`config.mk`:
```
export PLATFORM = sky130hd
export DESIGN_NAME = sorted_interval_reservation_table_flat
export DESIGN_NICKNAME = d
export VERILOG_FILES = /design/src/sv/sirt_pkg.sv /design/src/sv/sirt_if.sv /design/src/sv/sirt_cmp.sv /design/src/sv/sorted_interval_reservation_table.sv /design/src/flat_wrapper.sv
export SDC_FILE = /design/constraint.sdc
export NUM_CORES = 1
export LEC_CHECK = 0
export BUFFER_PORTS_ARGS = -buffer_cell sky130_fd_sc_hd__buf_2
export CAP_MARGIN = 20
export CORE_MARGIN = 2
export CORE_UTILIZATION = 47
export DETAILED_ROUTE_END_ITERATION = 8
export PLACE_DENSITY = 0.65
export SLEW_MARGIN = 20
export SYNTH_ARGS = -nofsm -noshare
export SYNTH_HDL_FRONTEND = slang
export SYNTH_SLANG_ARGS = --single-unit
```
`constraint.sdc`:
```
create_clock -name clk_i -period 4.5 [get_ports clk_i]
set_clock_uncertainty 0.05 [all_clocks]
set_input_delay 0.45 -clock clk_i [delete_from_list [all_inputs] [get_ports clk_i]]
set_output_delay 0.45 -clock clk_i [all_outputs]
set_load 0.05 [all_outputs]
```
`src/sv/sirt_pkg.sv`:
```
// Shared types, widths and codes of the sorted interval reservation table.
package sirt_pkg;

  localparam int unsigned CAPACITY = 16;
  localparam int unsigned IDX_W    = $clog2(CAPACITY);
  localparam int unsigned CNT_W    = $clog2(CAPACITY + 1);
  localparam int unsigned MODE_W   = 2;
  localparam int unsigned TIME_W   = 11;
  localparam int unsigned ROOM_W   = 16;
  localparam int unsigned STAT_W   = 3;

  localparam logic [TIME_W-1:0] DAY_MINUTES = TIME_W'(1440);

  typedef enum logic [MODE_W-1:0] {
    MODE_INSERT = 2'd0,
    MODE_REMOVE = 2'd1,
    MODE_READ   = 2'd2
  } mode_e;

  typedef enum logic [STAT_W-1:0] {
    ST_OK        = 3'd0,
    ST_OVERLAP   = 3'd1,
    ST_FULL      = 3'd2,
    ST_INVALID   = 3'd3,
    ST_NOT_FOUND = 3'd4,
    ST_BAD_INDEX = 3'd5
  } status_e;

  typedef struct packed {
    logic [TIME_W-1:0] start_min;
    logic [TIME_W-1:0] end_min;
    logic [ROOM_W-1:0] room;
  } entry_t;

  typedef struct packed {
    logic overlap;  // new interval overlaps the stored one
    logic later;    // stored start is above the new start
    logic same;     // stored start equals the new start
  } cmp_t;

endpackage

```
`src/sv/sirt_if.sv`:
```
// Handshake channels of the sorted interval reservation table.
interface sirt_req_if;
  logic                           valid;
  logic                           ready;
  logic [sirt_pkg::MODE_W-1:0]    mode;
  logic [sirt_pkg::TIME_W-1:0]    start_time;
  logic [sirt_pkg::TIME_W-1:0]    end_time;
  logic [sirt_pkg::ROOM_W-1:0]    room_tag;
  logic [sirt_pkg::IDX_W-1:0]     read_index;

  modport source (output valid, mode, start_time, end_time, room_tag, read_index,
                  input ready);
  modport sink (input valid, mode, start_time, end_time, room_tag, read_index,
                output ready);
endinterface

interface sirt_rsp_if;
  logic                           valid;
  logic                           ready;
  logic [sirt_pkg::STAT_W-1:0]    status;
  logic [sirt_pkg::IDX_W-1:0]     position;
  logic [sirt_pkg::TIME_W-1:0]    entry_start;
  logic [sirt_pkg::TIME_W-1:0]    entry_end;
  logic [sirt_pkg::ROOM_W-1:0]    entry_room;
  logic [sirt_pkg::CNT_W-1:0]     entry_total;

  modport source (output valid, status, position, entry_start, entry_end, entry_room,
                  entry_total, input ready);
  modport sink (input valid, status, position, entry_start, entry_end, entry_room,
                entry_total, output ready);
endinterface

interface sirt_cfg_if;
  logic                           valid;
  logic                           ready;
  logic [sirt_pkg::CNT_W-1:0]     data;

  modport source (output valid, data, input ready);
  modport sink (input valid, data, output ready);
endinterface

```
`src/sv/sirt_cmp.sv`:
```
// Compares one stored interval against the interval of the item in work.
module sirt_cmp (
  input  sirt_pkg::entry_t                entry_i,
  input  logic [sirt_pkg::TIME_W-1:0]     start_i,
  input  logic [sirt_pkg::TIME_W-1:0]     end_i,
  output sirt_pkg::cmp_t                  flags_o
);
  import sirt_pkg::*;

  // Touching intervals do not overlap, so both tests are strict.
  assign flags_o.overlap = (start_i < entry_i.end_min) && (end_i > entry_i.start_min);
  assign flags_o.later   = entry_i.start_min > start_i;
  assign flags_o.same    = entry_i.start_min == start_i;

endmodule

```
`src/sv/sorted_interval_reservation_table.sv`:
```
// Sorted interval reservation table: up to CAPACITY intervals held in one
// synchronous memory, sorted by start, with insert, remove-by-start and read.
// One item is worked on at a time and the memory port moves one entry per
// cycle. An item is accepted in S_IDLE and loads the result register in
// S_DONE. Between those, an insert or a remove scans all stored entries and
// then, unless it is refused, moves the entries that must make room or close
// the gap. An insert moves the count - position entries at and after its
// place up. A remove moves the count - position - 1 entries above the gap
// down. A read fetches its entry through the registered memory read. An
// invalid insert, a read beyond the count and the unused mode go straight to
// the result register. An insert is refused as full only after its scan. The
// next item may be accepted while a result still waits, and a second finished
// item holds the input until the first is taken. The capacity register may be
// written at any time the block is idle.
module sorted_interval_reservation_table (
  input  logic       clk_i,
  input  logic       rst_ni,
  sirt_req_if.sink   req_i,
  sirt_rsp_if.source rsp_o,
  sirt_cfg_if.sink   cfg_i
);
  import sirt_pkg::*;

  localparam logic [2:0] S_IDLE  = 3'd0;
  localparam logic [2:0] S_SCAN  = 3'd1;
  localparam logic [2:0] S_SHIFT = 3'd2;
  localparam logic [2:0] S_READ  = 3'd3;
  localparam logic [2:0] S_DONE  = 3'd4;

  logic [2:0]         state_q, state_d;
  logic               is_ins_q, is_ins_d;
  logic [TIME_W-1:0]  s_q, s_d;
  logic [TIME_W-1:0]  e_q, e_d;
  logic [ROOM_W-1:0]  room_q, room_d;
  logic [CNT_W-1:0]   cnt_q, cnt_d;
  logic [CNT_W-1:0]   cap_q;
  logic [CNT_W-1:0]   addr_q, addr_d;
  logic [CNT_W-1:0]   left_q, left_d;
  logic               ovl_q, ovl_d;
  logic               hit_q, hit_d;
  logic [IDX_W-1:0]   pos_q, pos_d;
  logic               rd_vld_q, rd_vld_d;
  logic [IDX_W-1:0]   rd_idx_q, rd_idx_d;
  entry_t             rd_data_q;
  status_e            res_st_q, res_st_d;
  logic [IDX_W-1:0]   res_pos_q, res_pos_d;
  entry_t             res_ent_q, res_ent_d;
  logic               out_vld_q, out_vld_d;
  logic               out_load;

  logic               rd_en;
  logic [IDX_W-1:0]   rd_addr;
  logic               mem_we;
  logic [IDX_W-1:0]   mem_wa;
  entry_t             mem_wd;
  entry_t             mem [CAPACITY];

  logic [CNT_W-1:0]   limit;
  logic [IDX_W-1:0]   ins_pos;
  cmp_t               flags;

  assign limit = (cap_q > CNT_W'(CAPACITY)) ? CNT_W'(CAPACITY) : cap_q;
  assign ins_pos = hit_q ? pos_q : cnt_q[IDX_W-1:0];

  sirt_cmp u_cmp (
    .entry_i (rd_data_q),
    .start_i (s_q),
    .end_i   (e_q),
    .flags_o (flags)
  );

  assign req_i.ready = (state_q == S_IDLE);
  assign cfg_i.ready = 1'b1;
  assign rsp_o.valid = out_vld_q;

  always_comb begin
    state_d   = state_q;
    is_ins_d  = is_ins_q;
    s_d       = s_q;
    e_d       = e_q;
    room_d    = room_q;
    cnt_d     = cnt_q;
    addr_d    = addr_q;
    left_d    = left_q;
    ovl_d     = ovl_q;
    hit_d     = hit_q;
    pos_d     = pos_q;
    rd_vld_d  = 1'b0;
    rd_idx_d  = rd_idx_q;
    res_st_d  = res_st_q;
    res_pos_d = res_pos_q;
    res_ent_d = res_ent_q;
    rd_en     = 1'b0;
    rd_addr   = '0;
    mem_we    = 1'b0;
    mem_wa    = '0;
    mem_wd    = rd_data_q;
    out_load  = 1'b0;
    out_vld_d = out_vld_q && !rsp_o.ready;

    unique case (state_q)
      S_IDLE: begin
        if (req_i.valid) begin
          s_d       = req_i.start_time;
          e_d       = req_i.end_time;
          room_d    = req_i.room_tag;
          is_ins_d  = (req_i.mode == MODE_INSERT);
          ovl_d     = 1'b0;
          hit_d     = 1'b0;
          pos_d     = '0;
          addr_d    = '0;
          res_pos_d = '0;
          res_ent_d = '0;
          unique case (req_i.mode)
            MODE_INSERT: begin
              if ((req_i.end_time > DAY_MINUTES) || (req_i.end_time < req_i.start_time)) begin
                res_st_d = ST_INVALID;
                state_d  = S_DONE;
              end else begin
                state_d = S_SCAN;
              end
            end
            MODE_REMOVE: begin
              state_d = S_SCAN;
            end
            MODE_READ: begin
              res_pos_d = req_i.read_index;
              if (CNT_W'(req_i.read_index) >= cnt_q) begin
                res_st_d = ST_BAD_INDEX;
                state_d  = S_DONE;
              end else begin
                rd_en   = 1'b1;
                rd_addr = req_i.read_index;
                state_d = S_READ;
              end
            end
            default: begin
              res_st_d = ST_OK;
              state_d  = S_DONE;
            end
          endcase
        end
      end

      S_SCAN: begin
        // One read issued per cycle; its data is compared in the next cycle.
        if (addr_q < cnt_q) begin
          rd_en    = 1'b1;
          rd_addr  = addr_q[IDX_W-1:0];
          rd_vld_d = 1'b1;
          rd_idx_d = addr_q[IDX_W-1:0];
          addr_d   = addr_q + CNT_W'(1);
        end
        if (rd_vld_q) begin
          if (is_ins_q && flags.overlap) begin
            ovl_d = 1'b1;
          end
          if (!hit_q && (is_ins_q ? flags.later : flags.same)) begin
            hit_d = 1'b1;
            pos_d = rd_idx_q;
          end
        end else if (addr_q == cnt_q) begin
          if (is_ins_q) begin
            if (ovl_q) begin
              res_st_d = ST_OVERLAP;
              state_d  = S_DONE;
            end else if (cnt_q >= limit) begin
              res_st_d = ST_FULL;
              state_d  = S_DONE;
            end else begin
              pos_d   = ins_pos;
              left_d  = cnt_q - CNT_W'(ins_pos);
              addr_d  = cnt_q - CNT_W'(1);
              state_d = S_SHIFT;
            end
          end else begin
            if (!hit_q) begin
              res_st_d = ST_NOT_FOUND;
              state_d  = S_DONE;
            end else begin
              left_d  = cnt_q - CNT_W'(1) - CNT_W'(pos_q);
              addr_d  = CNT_W'(pos_q) + CNT_W'(1);
              state_d = S_SHIFT;
            end
          end
        end
      end

      S_SHIFT: begin
        // Inserts move entries up from the top down; removes move them down
        // from the gap up, so a read never meets a pending write.
        if (left_q != '0) begin
          rd_en    = 1'b1;
          rd_addr  = addr_q[IDX_W-1:0];
          rd_vld_d = 1'b1;
          rd_idx_d = addr_q[IDX_W-1:0];
          addr_d   = is_ins_q ? (addr_q - CNT_W'(1)) : (addr_q + CNT_W'(1));
          left_d   = left_q - CNT_W'(1);
        end
        if (rd_vld_q) begin
          mem_we = 1'b1;
          mem_wa = is_ins_q ? (rd_idx_q + IDX_W'(1)) : (rd_idx_q - IDX_W'(1));
          mem_wd = rd_data_q;
        end else if (left_q == '0) begin
          if (is_ins_q) begin
            mem_we = 1'b1;
            mem_wa = pos_q;
            mem_wd = '{start_min: s_q, end_min: e_q, room: room_q};
            cnt_d  = cnt_q + CNT_W'(1);
          end else begin
            cnt_d  = cnt_q - CNT_W'(1);
          end
          res_st_d  = ST_OK;
          res_pos_d = pos_q;
          state_d   = S_DONE;
        end
      end

      S_READ: begin
        res_st_d  = ST_OK;
        res_ent_d = rd_data_q;
        state_d   = S_DONE;
      end

      S_DONE: begin
        if (!out_vld_q || rsp_o.ready) begin
          out_load  = 1'b1;
          out_vld_d = 1'b1;
          state_d   = S_IDLE;
        end
      end

      default: begin
        state_d = S_IDLE;
      end
    endcase
  end

  always_ff @(posedge clk_i or negedge rst_ni) begin
    if (!rst_ni) begin
      state_q   <= S_IDLE;
      cnt_q     <= '0;
      cap_q     <= CNT_W'(16);
      rd_vld_q  <= 1'b0;
      out_vld_q <= 1'b0;
    end else begin
      state_q   <= state_d;
      cnt_q     <= cnt_d;
      rd_vld_q  <= rd_vld_d;
      out_vld_q <= out_vld_d;
      if (cfg_i.valid) begin
        cap_q <= cfg_i.data;
      end
    end
  end

  always_ff @(posedge clk_i) begin
    is_ins_q  <= is_ins_d;
    s_q       <= s_d;
    e_q       <= e_d;
    room_q    <= room_d;
    addr_q    <= addr_d;
    left_q    <= left_d;
    ovl_q     <= ovl_d;
    hit_q     <= hit_d;
    pos_q     <= pos_d;
    rd_idx_q  <= rd_idx_d;
    res_st_q  <= res_st_d;
    res_pos_q <= res_pos_d;
    res_ent_q <= res_ent_d;
    if (out_load) begin
      rsp_o.status      <= res_st_q;
      rsp_o.position    <= res_pos_q;
      rsp_o.entry_start <= res_ent_q.start_min;
      rsp_o.entry_end   <= res_ent_q.end_min;
      rsp_o.entry_room  <= res_ent_q.room;
      rsp_o.entry_total <= cnt_q;
    end
  end

  // Interval store: one write and one registered read per cycle.
  always_ff @(posedge clk_i) begin
    if (mem_we) begin
      mem[mem_wa] <= mem_wd;
    end
    if (rd_en) begin
      rd_data_q <= mem[rd_addr];
    end
  end

endmodule
```
`src/flat_wrapper.sv`:
```
// flat-port wrapper written by rule: the top's interface ports become plain ports
module sorted_interval_reservation_table_flat import sirt_pkg::*;
  (clk_i, rst_ni, req_i_valid, req_i_mode, req_i_start_time, req_i_end_time, req_i_room_tag, req_i_read_index, req_i_ready, rsp_o_valid, rsp_o_status, rsp_o_position, rsp_o_entry_start, rsp_o_entry_end, rsp_o_entry_room, rsp_o_entry_total, rsp_o_ready, cfg_i_valid, cfg_i_data, cfg_i_ready);
  sirt_req_if req_i_i ();
  sirt_rsp_if rsp_o_i ();
  sirt_cfg_if cfg_i_i ();
  input  logic clk_i;
  input  logic rst_ni;
  input wire logic [$bits(req_i_i.valid)-1:0] req_i_valid;
  input wire logic [$bits(req_i_i.mode)-1:0] req_i_mode;
  input wire logic [$bits(req_i_i.start_time)-1:0] req_i_start_time;
  input wire logic [$bits(req_i_i.end_time)-1:0] req_i_end_time;
  input wire logic [$bits(req_i_i.room_tag)-1:0] req_i_room_tag;
  input wire logic [$bits(req_i_i.read_index)-1:0] req_i_read_index;
  output wire logic [$bits(req_i_i.ready)-1:0] req_i_ready;
  output wire logic [$bits(rsp_o_i.valid)-1:0] rsp_o_valid;
  output wire logic [$bits(rsp_o_i.status)-1:0] rsp_o_status;
  output wire logic [$bits(rsp_o_i.position)-1:0] rsp_o_position;
  output wire logic [$bits(rsp_o_i.entry_start)-1:0] rsp_o_entry_start;
  output wire logic [$bits(rsp_o_i.entry_end)-1:0] rsp_o_entry_end;
  output wire logic [$bits(rsp_o_i.entry_room)-1:0] rsp_o_entry_room;
  output wire logic [$bits(rsp_o_i.entry_total)-1:0] rsp_o_entry_total;
  input wire logic [$bits(rsp_o_i.ready)-1:0] rsp_o_ready;
  input wire logic [$bits(cfg_i_i.valid)-1:0] cfg_i_valid;
  input wire logic [$bits(cfg_i_i.data)-1:0] cfg_i_data;
  output wire logic [$bits(cfg_i_i.ready)-1:0] cfg_i_ready;
  assign req_i_i.valid = req_i_valid;
  assign req_i_i.mode = req_i_mode;
  assign req_i_i.start_time = req_i_start_time;
  assign req_i_i.end_time = req_i_end_time;
  assign req_i_i.room_tag = req_i_room_tag;
  assign req_i_i.read_index = req_i_read_index;
  assign req_i_ready = req_i_i.ready;
  assign rsp_o_valid = rsp_o_i.valid;
  assign rsp_o_status = rsp_o_i.status;
  assign rsp_o_position = rsp_o_i.position;
  assign rsp_o_entry_start = rsp_o_i.entry_start;
  assign rsp_o_entry_end = rsp_o_i.entry_end;
  assign rsp_o_entry_room = rsp_o_i.entry_room;
  assign rsp_o_entry_total = rsp_o_i.entry_total;
  assign rsp_o_i.ready = rsp_o_ready;
  assign cfg_i_i.valid = cfg_i_valid;
  assign cfg_i_i.data = cfg_i_data;
  assign cfg_i_ready = cfg_i_i.ready;
  sorted_interval_reservation_table u_core (.clk_i(clk_i), .rst_ni(rst_ni), .req_i(req_i_i), .rsp_o(rsp_o_i), .cfg_i(cfg_i_i));
endmodule
```
==> flow_metrics.env <==
export IMPL_hold_path_end="u_core.cap_q[4]"
export IMPL_ys_ff_latch=815
export IMPL_slew_viol_final=0
export IMPL_vias=21600
export IMPL_die_area_sq_um=73900
export IMPL_cts_resized=0
export IMPL_tns_ns=0
export IMPL_rsz0062_at_grt="no"
export IMPL_synthCells=2595
export IMPL_clock_latency_ns=0.63
export IMPL_powerDensity_nw_per_um2=610
export IMPL_hold_class="input pin to register"
export IMPL_cts_tree="built"
export IMPL_slowest_stage="dfrtp_1"
export IMPL_cts_buffers=82
export IMPL_worstSetupPathType="register to register"
export IMPL_h_tree_depth=3
export IMPL_fmax_mhz=235
export IMPL_max_stage_delay_ns=0.54
export IMPL_timing_rr_end="u_core.rd_data_q[4]"
export IMPL_p_leak_nw=14.0
export IMPL_core_area_sq_um=71200
export IMPL_crit_chain="inv_1 -> ha_1 -> a211o_1 -> a221oi_4 -> ha_1 -> a22o_1 -> a41o_2 -> buf_4 -> nand3_2 -> buf_4 -> a21oi_1 -> nor4_1 -> nand3_1"
export IMPL_grt_pass1_vias=20700
export IMPL_setup_viol=0
export IMPL_synth_most_common_cell="edfxtp_1"
export IMPL_nFillCells=5722
export IMPL_port_buffers=105
export IMPL_synth_area_per_cell_sq_um=13.0
export IMPL_drv_cap=0
export IMPL_path_clk_slew_ns=0.07
export IMPL_hold_path_cell_count=2
export IMPL_drtPass1Iterations=5
export IMPL_totalWireLength_um=88900
export IMPL_detail_route_vias_per_cell=5.73
export IMPL_end_kind="register"
export IMPL_yosys_area_top_type_share_pct=71.2
export IMPL_syn_num_nets=2725
export IMPL_grt_usage_pct=23.8
export IMPL_min_delay_start="cfg_i_valid"
export IMPL_syn2layout_area_growth_pct=15.0
export IMPL_drive_above_1_share_pct=13.4
export IMPL_drc=0
export IMPL_post_route_min_period_ns=4.25
export IMPL_synth_area_leaders="edfxtp_1 71%, nand2_1 7.8%, a21oi_1 3.9%"
export IMPL_postCtsHoldBufs=28
export IMPL_cp_arrival_ns=4.69
export IMPL_path_max_fanout=14
export IMPL_postCtsSetupBuffers=0
export IMPL_clockBufferDepth=3
export IMPL_die_h_um=272
export IMPL_synth_common_cells="800 x edfxtp_1, 699 x nand2_1, 260 x a21oi_1"
export IMPL_rr_worst_depth=13
export IMPL_yosysUniqueCellTypes=75
export IMPL_start_util_pct=47.3
export IMPL_outcome="finished clean"
export IMPL_fin_crit_sh_pct=94.4
export IMPL_ios=107
export IMPL_clockRootBuffer="clkbuf_16"
export IMPL_worstSetupStartpointType="register"
export IMPL_worst_r2r_setup_slack_ns=0.25
export IMPL_place_detailed_hpwl_um=51700
export IMPL_required_ns=4.94
export IMPL_drt_iter0_drc=2709
export IMPL_slew_headroom_pct=32.1
export IMPL_yosysTopAreaCell="edfxtp_1"
export IMPL_synth_edf_count=800
export IMPL_grt_first_pass_wirelength_um=131000
export IMPL_ir_drop_mv=0.312
export IMPL_hold_worst_slack_ns=0.0252
export IMPL_clkSinkCount=815
export IMPL_gr_total_overflow=0
export IMPL_tightest_slew_ns=1.02
export IMPL_antenna_left=0
export IMPL_hold_viol=0
export IMPL_die_x_um=272
export IMPL_synthFlopType="edfxtp_1"
export IMPL_fp_row_count=98
export IMPL_antenna_found_initial=6
export IMPL_r2r_start="u_core.cnt_q[2]"
export IMPL_grt_max_degree=93
export IMPL_netlist_area_sq_um=33700
export IMPL_yosys_warnings=0
export IMPL_final_nets=2889
export IMPL_async_flop_share_pct=1.84
export IMPL_synth_seq_area_share_pct=72.3
export IMPL_wl_per_cell_um=23.5
export IMPL_place_congestion=0.917
sequential cells by signal, indices dropped and copies added, names as in the netlist, 11 cells and up:
register                  flops
u_core.mem                  608
u_core.s_q                   11
u_core.room_q                16
u_core.res_ent_q             38
u_core.rsp_o.entry_end       11
u_core.e_q                   11
u_core.rsp_o.entry_start     11
u_core.rsp_o.entry_room      16
u_core.rd_data_q             38
area by class of cell:
type / instances / area (sq um) / area share, %
Multi-Input combinational cell: 1573 / 8440 / 21.8
Timing Repair Buffer: 213 / 1690 / 4.37
Tap cell: 950 / 1190 / 3.07
Clock inverter: 46 / 543 / 1.40
Antenna cell: 2 / 5.00 / 0.0129
Inverter: 74 / 278 / 0.716
Sequential cell: 815 / 24400 / 62.9
Clock buffer: 103 / 2230 / 5.74
worst max path at each step:
stage                                from                   to  slack (ns)  cells after the start
after floorplan           u_core.is_ins_q    u_core.mem[11][0]        0.11                     11
after CTS                 u_core.cnt_q[2]  u_core.rd_data_q[4]        0.29                     13
after detailed placement  u_core.cnt_q[2]  u_core.rd_data_q[4]        0.34                     13
final                     u_core.cnt_q[2]  u_core.rd_data_q[4]        0.25                     13
after global routing      u_core.cnt_q[2]  u_core.rd_data_q[1]        0.02                     13
after global placement    u_core.cnt_q[2]  u_core.rd_data_q[1]        0.50                     13
stage by stage:
step	utilization (%)	total power [W]	cells	area (sq um)	setup slack (ns)
after CTS	54.4	0.0237	3774	38800	0.287
after floorplan	-	0.0146	2595	33700	0.109
final	54.4	0.0237	3776	38800	0.250
after global placement	50.1	0.0165	3597	35700	0.505
after detailed placement	50.1	0.0167	3597	35700	0.341
after global routing	54.4	0.0246	3774	38800	0.0233
power breakdown:
group	switching (W)	internal, W	leakage (nW)
Sequential	0.000510	0.0101	7.47
Combinational	0.00425	0.00178	5.15
Clock	0.00287	0.00415	1.36
layout by cell type (no fill, tap or decap), drive strengths merged, types with 4 or more instances in the layout:
cell type / instances
o22ai: 11
a211oi: 4
nor2b: 9
xor2: 10
clkinv: 33
nand2: 699
nand3: 165
ha: 73
edfxtp: 800
xnor2: 14
nand2b: 13
mux2i: 6
o21ai: 42
clkbuf: 103
o211ai: 4
mux2: 32
nand4: 10
inv: 74
bufinv: 11
buf: 185
dlygate4sd3: 28
a31oi: 7
dfrtp: 14
a21o: 18
nor3: 5
nor2: 73
nor4: 40
and3: 20
a21oi: 260
worst max-delay path: cells and delay by family, from the launching register on:
family | cells | cell delay, ns
AO/OA/AOI/OAI | 5 | 1.38
buffers and inverters | 3 | 0.88
adder cells (fa/ha/maj) | 2 | 0.56
flip-flops | 1 | 0.54
AND/OR/NAND/NOR | 3 | 0.67
cell families after synthesis:
family	count (synthesis)	synth area share, %
compound gates	383	6.44
xor+xnor	24	0.623
fa+ha+maj	76	2.89
buf+inv	207	3.22
flops	815	72.3
mux	38	1.25
other cells	1	0.0111
simple gates	1051	13.2
metal layers:
layer	track usage, %	vias up	part of all wire (%)
met3	3.66	165	8.8
met4	8.55	2	3.1
met1	33.1	10700	40
met2	38.2	1056	48
met5	0	-	0.012
li1	-	9714	-
No activity file was read; power rests on OpenSTA's default activity.
